--- src/rtl/core/sparse_polynomial_multiply_macros.svh ---
// Assertion macros shared by the RTL. Each expects i_clk and i_rst_n in scope.
`ifndef SPARSE_POLYNOMIAL_MULTIPLY_MACROS_SVH
`define SPARSE_POLYNOMIAL_MULTIPLY_MACROS_SVH

`ifndef SYNTHESIS

// condition holds at every clock edge out of reset
`define SPM_ASSERT(lbl, cond) \
    lbl: assert property (@(posedge i_clk) disable iff (!i_rst_n) (cond)) \
        else $error("spm assertion failed");

// antecedent implies consequent in the same cycle
`define SPM_ASSERT_IMP(lbl, ante, cons) \
    lbl: assert property (@(posedge i_clk) disable iff (!i_rst_n) (ante) |-> (cons)) \
        else $error("spm assertion failed");

// antecedent implies consequent in the next cycle
`define SPM_ASSERT_NEXT(lbl, ante, cons) \
    lbl: assert property (@(posedge i_clk) disable iff (!i_rst_n) (ante) |=> (cons)) \
        else $error("spm assertion failed");

`else

`define SPM_ASSERT(lbl, cond)
`define SPM_ASSERT_IMP(lbl, ante, cons)
`define SPM_ASSERT_NEXT(lbl, ante, cons)

`endif

`endif

--- src/rtl/core/spm_pkg.sv ---
package spm_pkg;

    localparam int FUNC_W     = 2;
    localparam int COEF_W     = 16;
    localparam int EXP_W      = 5;
    localparam int OUT_COEF_W = 40;
    localparam int OUT_EXP_W  = 6;
    localparam int PROD_W     = 2 * COEF_W;

    localparam int MAX_TERMS_DEF = 16;
    localparam int MAX_EXP_DEF   = 31;

    // transaction function codes
    localparam logic [FUNC_W-1:0] FN_STORE  = 2'd0;
    localparam logic [FUNC_W-1:0] FN_APPLY  = 2'd1;
    localparam logic [FUNC_W-1:0] FN_FINISH = 2'd2;

    typedef enum logic [2:0] {
        S_IDLE,
        S_BIN_RD,
        S_ACC,
        S_SCAN_RD,
        S_SCAN_CHK,
        S_FLUSH
    } t_state;

    typedef struct packed {
        logic mul_en;    // capture the product of the two coefficients
        logic acc_zero;  // bin was never written since the last finish
    } t_mac_ctrl;

endpackage

--- src/rtl/core/spm_stream_if.sv ---
interface spm_in_if;
    logic                                valid;
    logic                                ready;
    logic        [spm_pkg::FUNC_W-1:0]   func;
    logic signed [spm_pkg::COEF_W-1:0]   term_coef;
    logic        [spm_pkg::EXP_W-1:0]    term_exp;

    modport source (output valid, func, term_coef, term_exp, input ready);
    modport sink   (input valid, func, term_coef, term_exp, output ready);
endinterface

interface spm_out_if;
    logic                                 valid;
    logic                                 ready;
    logic signed [spm_pkg::OUT_COEF_W-1:0] out_coef;
    logic        [spm_pkg::OUT_EXP_W-1:0]  out_exp;
    logic                                 last;
    logic                                 overflow;

    modport source (output valid, out_coef, out_exp, last, overflow, input ready);
    modport sink   (input valid, out_coef, out_exp, last, overflow, output ready);
endinterface

--- src/rtl/core/spm_ram.sv ---
module spm_ram #(
    parameter int WIDTH = 8,
    parameter int DEPTH = 16,
    localparam int AW   = (DEPTH > 1) ? $clog2(DEPTH) : 1
) (
    input  logic             i_clk,
    input  logic             i_we,
    input  logic [AW-1:0]    i_waddr,
    input  logic [WIDTH-1:0] i_wdata,
    input  logic [AW-1:0]    i_raddr,
    output logic [WIDTH-1:0] o_rdata
);

    logic [WIDTH-1:0] r_mem [DEPTH];
    logic [WIDTH-1:0] r_rdata;

    always_ff @(posedge i_clk) begin
        if (i_we) begin
            r_mem[i_waddr] <= i_wdata;
        end
        r_rdata <= r_mem[i_raddr];
    end

    assign o_rdata = r_rdata;

endmodule

--- src/rtl/core/spm_mac.sv ---
module spm_mac (
    input  logic                                  i_clk,
    input  spm_pkg::t_mac_ctrl                    i_ctrl,
    input  logic signed [spm_pkg::COEF_W-1:0]     i_a,
    input  logic signed [spm_pkg::COEF_W-1:0]     i_b,
    input  logic        [spm_pkg::OUT_COEF_W-1:0] i_acc,
    output logic        [spm_pkg::OUT_COEF_W-1:0] o_sum
);
    import spm_pkg::*;

    logic signed [PROD_W-1:0]     r_prod;
    logic        [OUT_COEF_W-1:0] acc_in;
    logic        [OUT_COEF_W-1:0] prod_ext;

    always_ff @(posedge i_clk) begin
        if (i_ctrl.mul_en) begin
            r_prod <= i_a * i_b;
        end
    end

    // bins wrap modulo 2^40
    assign acc_in   = i_ctrl.acc_zero ? '0 : i_acc;
    assign prod_ext = {{(OUT_COEF_W - PROD_W){r_prod[PROD_W-1]}}, r_prod};
    assign o_sum    = acc_in + prod_ext;

endmodule

--- src/rtl/core/sparse_polynomial_multiply.sv ---
// Sparse polynomial multiplier. Store transactions (func 0) load first-polynomial
// terms, up to MAX_TERMS; more set the overflow flag. An apply transaction (func 1)
// walks the N stored terms: one multiplier and a read-modify-write of the exponent
// bin memory handle one stored term at a time, in a bin-read and an accumulate state.
// A finish transaction (func 2) scans all 2*MAX_EXP+1 bins, each in a read and a
// check state, waiting while the output side stalls, emitting the nonzero bins in
// ascending exponent order (or a single zero term), then clears all state at once.
// Terms with an exponent above MAX_EXP are ignored. The input is not ready while an
// apply or finish is in progress.
`include "sparse_polynomial_multiply_macros.svh"

module sparse_polynomial_multiply #(
    parameter int MAX_TERMS = spm_pkg::MAX_TERMS_DEF,
    parameter int MAX_EXP   = spm_pkg::MAX_EXP_DEF
) (
    input  logic         i_clk,
    input  logic         i_rst_n,
    spm_in_if.sink       i_in,
    spm_out_if.source    o_out
);
    import spm_pkg::*;

    localparam int CW       = $clog2(MAX_TERMS + 1);
    localparam int TIW      = (MAX_TERMS > 1) ? $clog2(MAX_TERMS) : 1;
    localparam int TERM_W   = EXP_W + COEF_W;
    localparam int NUM_BINS = 2 * MAX_EXP + 1;
    localparam int BW       = $clog2(NUM_BINS);

    t_state                  r_state, n_state;
    logic [CW-1:0]           r_count, n_count;
    logic                    r_drop, n_drop;
    logic [CW-1:0]           r_i, n_i;
    logic signed [COEF_W-1:0] r_coef, n_coef;
    logic [EXP_W-1:0]        r_exp, n_exp;
    logic [BW-1:0]           r_bin, n_bin;
    logic [BW-1:0]           r_b, n_b;
    logic [NUM_BINS-1:0]     r_bin_vld, n_bin_vld;
    logic                    r_pend_v, n_pend_v;
    logic [OUT_COEF_W-1:0]   r_pend_coef, n_pend_coef;
    logic [BW-1:0]           r_pend_exp, n_pend_exp;
    logic                    r_out_vld, n_out_vld;
    logic [OUT_COEF_W-1:0]   r_out_coef, n_out_coef;
    logic [OUT_EXP_W-1:0]    r_out_exp, n_out_exp;
    logic                    r_out_last, n_out_last;
    logic                    r_out_ovf, n_out_ovf;

    logic                    in_ready;
    logic                    exp_ok;
    logic                    full;
    logic                    out_free;
    logic                    adv;
    logic [CW-1:0]           i_inc;
    logic                    term_we;
    logic [TIW-1:0]          term_raddr;
    logic [TERM_W-1:0]       term_rdata;
    logic [OUT_EXP_W-1:0]    bin_sum_wide;
    logic [BW-1:0]           bin_sum;
    logic                    bin_we;
    logic [BW-1:0]           bin_raddr;
    logic [OUT_COEF_W-1:0]   bin_rdata;
    logic [OUT_COEF_W-1:0]   scan_val;
    logic [OUT_COEF_W-1:0]   mac_sum;
    t_mac_ctrl               mac_ctrl;

    assign exp_ok   = i_in.term_exp <= EXP_W'(MAX_EXP);
    assign full     = r_count == CW'(MAX_TERMS);
    assign out_free = !r_out_vld || o_out.ready;
    assign i_inc    = r_i + CW'(1);
    assign term_we  = in_ready && i_in.valid && (i_in.func == FN_STORE) && exp_ok && !full;

    assign bin_sum_wide = OUT_EXP_W'(term_rdata[TERM_W-1 -: EXP_W]) + OUT_EXP_W'(r_exp);
    assign bin_sum      = bin_sum_wide[BW-1:0];
    assign scan_val     = r_bin_vld[r_b] ? bin_rdata : '0;

    spm_ram #(
        .WIDTH (TERM_W),
        .DEPTH (MAX_TERMS)
    ) u_term_ram (
        .i_clk   (i_clk),
        .i_we    (term_we),
        .i_waddr (r_count[TIW-1:0]),
        .i_wdata ({i_in.term_exp, i_in.term_coef}),
        .i_raddr (term_raddr),
        .o_rdata (term_rdata)
    );

    spm_ram #(
        .WIDTH (OUT_COEF_W),
        .DEPTH (NUM_BINS)
    ) u_bin_ram (
        .i_clk   (i_clk),
        .i_we    (bin_we),
        .i_waddr (r_bin),
        .i_wdata (mac_sum),
        .i_raddr (bin_raddr),
        .o_rdata (bin_rdata)
    );

    spm_mac u_mac (
        .i_clk  (i_clk),
        .i_ctrl (mac_ctrl),
        .i_a    (term_rdata[COEF_W-1:0]),
        .i_b    (r_coef),
        .i_acc  (bin_rdata),
        .o_sum  (mac_sum)
    );

    always_comb begin
        n_state     = r_state;
        n_count     = r_count;
        n_drop      = r_drop;
        n_i         = r_i;
        n_coef      = r_coef;
        n_exp       = r_exp;
        n_bin       = r_bin;
        n_b         = r_b;
        n_bin_vld   = r_bin_vld;
        n_pend_v    = r_pend_v;
        n_pend_coef = r_pend_coef;
        n_pend_exp  = r_pend_exp;
        n_out_vld   = r_out_vld && !o_out.ready;
        n_out_coef  = r_out_coef;
        n_out_exp   = r_out_exp;
        n_out_last  = r_out_last;
        n_out_ovf   = r_out_ovf;
        in_ready    = 1'b0;
        term_raddr  = '0;
        bin_raddr   = r_b;
        bin_we      = 1'b0;
        mac_ctrl    = '0;
        adv         = 1'b0;

        unique case (r_state)
            S_IDLE: begin
                in_ready = 1'b1;
                if (i_in.valid) begin
                    case (i_in.func)
                        FN_STORE: begin
                            if (exp_ok) begin
                                if (full) begin
                                    n_drop = 1'b1;
                                end else begin
                                    n_count = r_count + CW'(1);
                                end
                            end
                        end
                        FN_APPLY: begin
                            if (exp_ok && r_count != '0) begin
                                n_coef  = i_in.term_coef;
                                n_exp   = i_in.term_exp;
                                n_i     = '0;
                                n_state = S_BIN_RD;
                            end
                        end
                        FN_FINISH: begin
                            n_b     = '0;
                            n_state = S_SCAN_RD;
                        end
                        default: ;
                    endcase
                end
            end
            S_BIN_RD: begin
                mac_ctrl.mul_en = 1'b1;
                bin_raddr       = bin_sum;
                n_bin           = bin_sum;
                n_state         = S_ACC;
            end
            S_ACC: begin
                mac_ctrl.acc_zero = !r_bin_vld[r_bin];
                bin_we            = 1'b1;
                n_bin_vld[r_bin]  = 1'b1;
                // prefetch the next stored term
                term_raddr        = i_inc[TIW-1:0];
                if (i_inc == r_count) begin
                    n_state = S_IDLE;
                end else begin
                    n_i     = i_inc;
                    n_state = S_BIN_RD;
                end
            end
            S_SCAN_RD: begin
                n_state = S_SCAN_CHK;
            end
            S_SCAN_CHK: begin
                // hold one nonzero bin back so the final one can carry last
                if (scan_val != '0) begin
                    if (!r_pend_v) begin
                        n_pend_v    = 1'b1;
                        n_pend_coef = scan_val;
                        n_pend_exp  = r_b;
                        adv         = 1'b1;
                    end else if (out_free) begin
                        n_out_vld   = 1'b1;
                        n_out_coef  = r_pend_coef;
                        n_out_exp   = OUT_EXP_W'(r_pend_exp);
                        n_out_last  = 1'b0;
                        n_out_ovf   = r_drop;
                        n_pend_coef = scan_val;
                        n_pend_exp  = r_b;
                        adv         = 1'b1;
                    end
                end else begin
                    adv = 1'b1;
                end
                if (adv) begin
                    if (r_b == BW'(NUM_BINS - 1)) begin
                        n_state = S_FLUSH;
                    end else begin
                        n_b     = r_b + BW'(1);
                        n_state = S_SCAN_RD;
                    end
                end
            end
            S_FLUSH: begin
                if (out_free) begin
                    n_out_vld  = 1'b1;
                    n_out_coef = r_pend_v ? r_pend_coef : '0;
                    n_out_exp  = r_pend_v ? OUT_EXP_W'(r_pend_exp) : '0;
                    n_out_last = 1'b1;
                    n_out_ovf  = r_drop;
                    n_bin_vld  = '0;
                    n_count    = '0;
                    n_drop     = 1'b0;
                    n_pend_v   = 1'b0;
                    n_state    = S_IDLE;
                end
            end
            default: n_state = S_IDLE;
        endcase
    end

    always_ff @(posedge i_clk) begin
        if (!i_rst_n) begin
            r_state   <= S_IDLE;
            r_count   <= '0;
            r_drop    <= 1'b0;
            r_bin_vld <= '0;
            r_pend_v  <= 1'b0;
            r_out_vld <= 1'b0;
        end else begin
            r_state   <= n_state;
            r_count   <= n_count;
            r_drop    <= n_drop;
            r_bin_vld <= n_bin_vld;
            r_pend_v  <= n_pend_v;
            r_out_vld <= n_out_vld;
        end
    end

    always_ff @(posedge i_clk) begin
        r_i         <= n_i;
        r_coef      <= n_coef;
        r_exp       <= n_exp;
        r_bin       <= n_bin;
        r_b         <= n_b;
        r_pend_coef <= n_pend_coef;
        r_pend_exp  <= n_pend_exp;
        r_out_coef  <= n_out_coef;
        r_out_exp   <= n_out_exp;
        r_out_last  <= n_out_last;
        r_out_ovf   <= n_out_ovf;
    end

    assign i_in.ready     = in_ready;
    assign o_out.valid    = r_out_vld;
    assign o_out.out_coef = r_out_coef;
    assign o_out.out_exp  = r_out_exp;
    assign o_out.last     = r_out_last;
    assign o_out.overflow = r_out_ovf;

    `SPM_ASSERT(a_count_cap, r_count <= CW'(MAX_TERMS))
    `SPM_ASSERT_IMP(a_pend_in_finish, r_pend_v, (r_state == S_SCAN_RD || r_state == S_SCAN_CHK || r_state == S_FLUSH))
    `SPM_ASSERT_NEXT(a_finish_clears, r_state == S_FLUSH && out_free, r_bin_vld == '0 && r_count == '0 && o_out.valid && o_out.last)

endmodule

--- src/flat_wrapper.sv ---
// flat-port wrapper written by rule: the top's interface ports become plain ports
module sparse_polynomial_multiply_flat import spm_pkg::*;
#(
    parameter int MAX_TERMS = spm_pkg::MAX_TERMS_DEF,
    parameter int MAX_EXP   = spm_pkg::MAX_EXP_DEF
)
  (i_clk, i_rst_n, i_in_valid, i_in_func, i_in_term_coef, i_in_term_exp, i_in_ready, o_out_valid, o_out_out_coef, o_out_out_exp, o_out_last, o_out_overflow, o_out_ready);
  spm_in_if i_in_i ();
  spm_out_if o_out_i ();
  input  logic i_clk;
  input  logic i_rst_n;
  input wire logic [$bits(i_in_i.valid)-1:0] i_in_valid;
  input wire logic [$bits(i_in_i.func)-1:0] i_in_func;
  input wire logic [$bits(i_in_i.term_coef)-1:0] i_in_term_coef;
  input wire logic [$bits(i_in_i.term_exp)-1:0] i_in_term_exp;
  output wire logic [$bits(i_in_i.ready)-1:0] i_in_ready;
  output wire logic [$bits(o_out_i.valid)-1:0] o_out_valid;
  output wire logic [$bits(o_out_i.out_coef)-1:0] o_out_out_coef;
  output wire logic [$bits(o_out_i.out_exp)-1:0] o_out_out_exp;
  output wire logic [$bits(o_out_i.last)-1:0] o_out_last;
  output wire logic [$bits(o_out_i.overflow)-1:0] o_out_overflow;
  input wire logic [$bits(o_out_i.ready)-1:0] o_out_ready;
  assign i_in_i.valid = i_in_valid;
  assign i_in_i.func = i_in_func;
  assign i_in_i.term_coef = i_in_term_coef;
  assign i_in_i.term_exp = i_in_term_exp;
  assign i_in_ready = i_in_i.ready;
  assign o_out_valid = o_out_i.valid;
  assign o_out_out_coef = o_out_i.out_coef;
  assign o_out_out_exp = o_out_i.out_exp;
  assign o_out_last = o_out_i.last;
  assign o_out_overflow = o_out_i.overflow;
  assign o_out_i.ready = o_out_ready;
  sparse_polynomial_multiply #(.MAX_TERMS(MAX_TERMS), .MAX_EXP(MAX_EXP)) u_core (.i_clk(i_clk), .i_rst_n(i_rst_n), .i_in(i_in_i), .o_out(o_out_i));
endmodule
--- config.mk ---
export PLATFORM = sky130hd
export DESIGN_NAME = sparse_polynomial_multiply_flat
export DESIGN_NICKNAME = d
export VERILOG_FILES = /design/src/rtl/core/spm_pkg.sv /design/src/rtl/core/spm_stream_if.sv /design/src/rtl/core/spm_ram.sv /design/src/rtl/core/spm_mac.sv /design/src/rtl/core/sparse_polynomial_multiply.sv /design/src/flat_wrapper.sv
export VERILOG_INCLUDE_DIRS = /design/src /design/src/rtl/core
export SDC_FILE = /design/constraint.sdc
export NUM_CORES = 2
export LEC_CHECK = 0
export BUFFER_PORTS_ARGS = -buffer_cell sky130_fd_sc_hd__buf_2
export CAP_MARGIN = 5
export CELL_PAD_IN_SITES_DETAIL_PLACEMENT = 0
export CELL_PAD_IN_SITES_GLOBAL_PLACEMENT = 1
export CORE_MARGIN = 3
export CORE_UTILIZATION = 50
export CTS_BUF_LIST = sky130_fd_sc_hd__clkbuf_8
export DETAILED_ROUTE_END_ITERATION = 8
export HOLD_SLACK_MARGIN = 0.12
export PLACE_DENSITY = 0.88
export SLEW_MARGIN = 5
export SYNTH_ARGS = -nofsm -noshare
export SYNTH_HDL_FRONTEND = slang
export SYNTH_SLANG_ARGS = --single-unit
--- constraint.sdc ---
create_clock -name i_clk -period 7.4 [get_ports i_clk]
set_input_delay 1.48 -clock i_clk [delete_from_list [all_inputs] [get_ports i_clk]]
set_output_delay 1.48 -clock i_clk [all_outputs]
set_load 0.02 [all_outputs]
==> out/qor.csv <==
metric,value,unit
final net count,11200,
Core ar.,269000,sq um
Worst Path Arrival,7900,ps
post-synthesis sequential area ratio,68.7,%
CTS tree,done,
Worst Hold Class,reg -> reg,
RSZ-0062 raised after global routing,false,
final core utilization,55.9,%
Mapped Avg Cell Area,12.8,sq um
synthesis warning total,0,
setup TNS,0,ps
area of the multi-input gates,39700,sq um
register area,93400,sq um
"Period Utilization, post-route",96.8,%
Main synth FF type,edfxtp_1,
ranking of synthesized cells by area,"edfxtp_1, nand2_1, fa_1, a311oi_1, nand3_1",
global-route wire length before repair,562000,microns
final WL,382000,microns
"area leader, netlist",edfxtp_1,
post-route minimum period,7160,ps
Mapped Nets,11000,
initial core utilization,50.5,%
most common cell in the netlist,edfxtp_1,
# rows,190,
Fin. Hold Viols,0,
GRT Residual Overflow,0,
Placed Area,142000,sq um
fin. max-slew vios,0,
Die Area,278000,sq um
placed wire-length estimate,218000,microns
post-synth top area share,66.7,%
P&R area growth vs syn,10.7,%
Yosys cell types,78,
H-tree levels,5,
Fin Clk Skew,173,ps
vias per inst,6.14,
Syn Std Cell Area,136000,sq um
worst skew pair latency,1170,ps
synth cell count leaders,"edfxtp_1, nand2_1, nand3_1",
clk root buf,clkbuf_8,
Mapped Cells,10600,
DRC viols,0,
WHS,437,ps
drt pass-1 iters,8,
remaining antenna violation count,0,
Setup crit end kind,flop,
vias in the first global route,87300,
DR WL/cell,26.1,microns
"Setup violations, final",0,
IO Pins,77,
PortBufs,76,
critical path class,reg -> reg,
status,finished clean,
Num CTS Buffers,493,
Tot GR Track Use,26.9,%
clock slew at reported path FFs,60,ps
final instance area,150000,sq um
post-synthesis sequential element count,3155,
chip height,527,microns
Post-synth EDFFs,3020,
total clock sinks,3155,
Slew HR,15.6,%
asr flop ratio synth,0,%
Peak Freq,140,MHz
DR vias,90100,
fillers,21100,
CP Data Required Time,8130,ps
CP Max Fanout,16,
DIE WIDTH,527,microns
iteration-0 DRC count of the detailed router,12100,
nature of the critical path startpoint,flop,
pin count of the biggest net entering global routing,187,
clock buffer depth,4,
initial antenna violation count,22,
Max-Cap Viols,0,
share of layout cells above drive strength 1,10.5,%
GPL Wtd Cong,0.891,
Worst Tran Pin Value,1260,ps
metrics by stage:
stage / cells / setup WS [ps]
2_1_floorplan: 10600 / 101
3_3_place_gp: 13800 / 525
3_5_place_dp: 13800 / 411
4_1_cts: 14600 / 372
5_1_grt: 14700 / 61.6
6_report: 14700 / 239
kinds of logic after synthesis:
group | synth area share [%]
xor+xnor | 0.580
flops | 68.7
simple gates | 14.5
buf+inv | 2.91
compound gates | 6.97
fa+ha+maj | 5.11
mux | 1.25
per-layer routing:
metal / vias to the layer above / global-route usage [%] / share of wire, %
met5: - / 0 / 0.011
met1: 44800 / 36.9 / 38
met3: 938 / 5.19 / 11
met2: 5508 / 42.1 / 47
met4: 6 / 11.6 / 4.5
li1: 38800 / - / -
critical path, cell delays in order (launching register included):
cell	delay (ps)
edfxtp_1	770
nand2_1	200
inv_1	180
fa_1	560
fa_1	900
fa_1	540
fa_1	520
fa_1	500
inv_1	50
fa_1	470
inv_1	40
ha_1	340
nand2_1	60
or3_1	300
a31oi_1	500
o2111ai_1	310
a31oi_1	300
o21a_1	150
nor2_1	40
xnor2_1	130
final timing paths:
check        cells past startpoint                           endpoint                        from  slack [ps]
max                             19  u_core.u_mac.r_prod[31]$_DFFE_PP_  u_core.r_coef[1]$_DFFE_PP_         240
min                              0    u_core.o_out.overflow$_DFFE_PP_  u_core.r_drop$_SDFFE_PN0P_         440
max reg2reg                     19  u_core.u_mac.r_prod[31]$_DFFE_PP_  u_core.r_coef[1]$_DFFE_PP_         240
min reg2reg                      0    u_core.o_out.overflow$_DFFE_PP_  u_core.r_drop$_SDFFE_PN0P_         440
cell type report:
type | count | share of cell area [%]
multi-input combinational | 6405 | 26.4
antenna | 9 | 0.0150
clock inverter | 354 | 1.18
tap | 3552 | 2.95
sequential | 3155 | 62.1
timing repair buffer | 349 | 1.94
clock buffer | 511 | 4.67
inverter | 322 | 0.803
sequential cells by signal, summed over array words and instances, names as in the netlist, 6 cells and up:
signal / flops
u_core.o_out.out_coef: 40
u_core.o_out.out_exp: 6
u_core.r_b: 6
u_core.r_bin: 6
u_core.r_bin_vld: 63
u_core.r_coef: 16
u_core.r_pend_coef: 40
u_core.r_pend_exp: 6
u_core.u_bin_ram.o_rdata: 40
u_core.u_bin_ram.r_mem: 2520
u_core.u_mac.r_prod: 32
u_core.u_term_ram.o_rdata: 21
u_core.u_term_ram.r_mem: 336
layout by cell type, fill, tap and decap left out, types with 135 or more instances in the layout:
| cell type | instances |
|---|---|
| a21oi_1 | 293 |
| a311oi_1 | 482 |
| a31oi_1 | 213 |
| and2_1 | 169 |
| and3_1 | 286 |
| buf_4 | 234 |
| clkbuf_8 | 511 |
| dfxtp_1 | 135 |
| edfxtp_1 | 3020 |
| fa_1 | 264 |
| inv_1 | 470 |
| nand2_1 | 2767 |
| nand3_1 | 728 |
| nor2_1 | 233 |
what timing repair did:
action | 4_1_cts | 5_1_grt
resized for setup | 0 | 1
endpoints found under the setup margin | 0 | 1
setup buffers | 0 | 2
hold buffers | 0 | 0
Power is left out: the tool's default activity adds up to more than one toggle a clock period on the data nets, which glitch-free logic cannot reach.
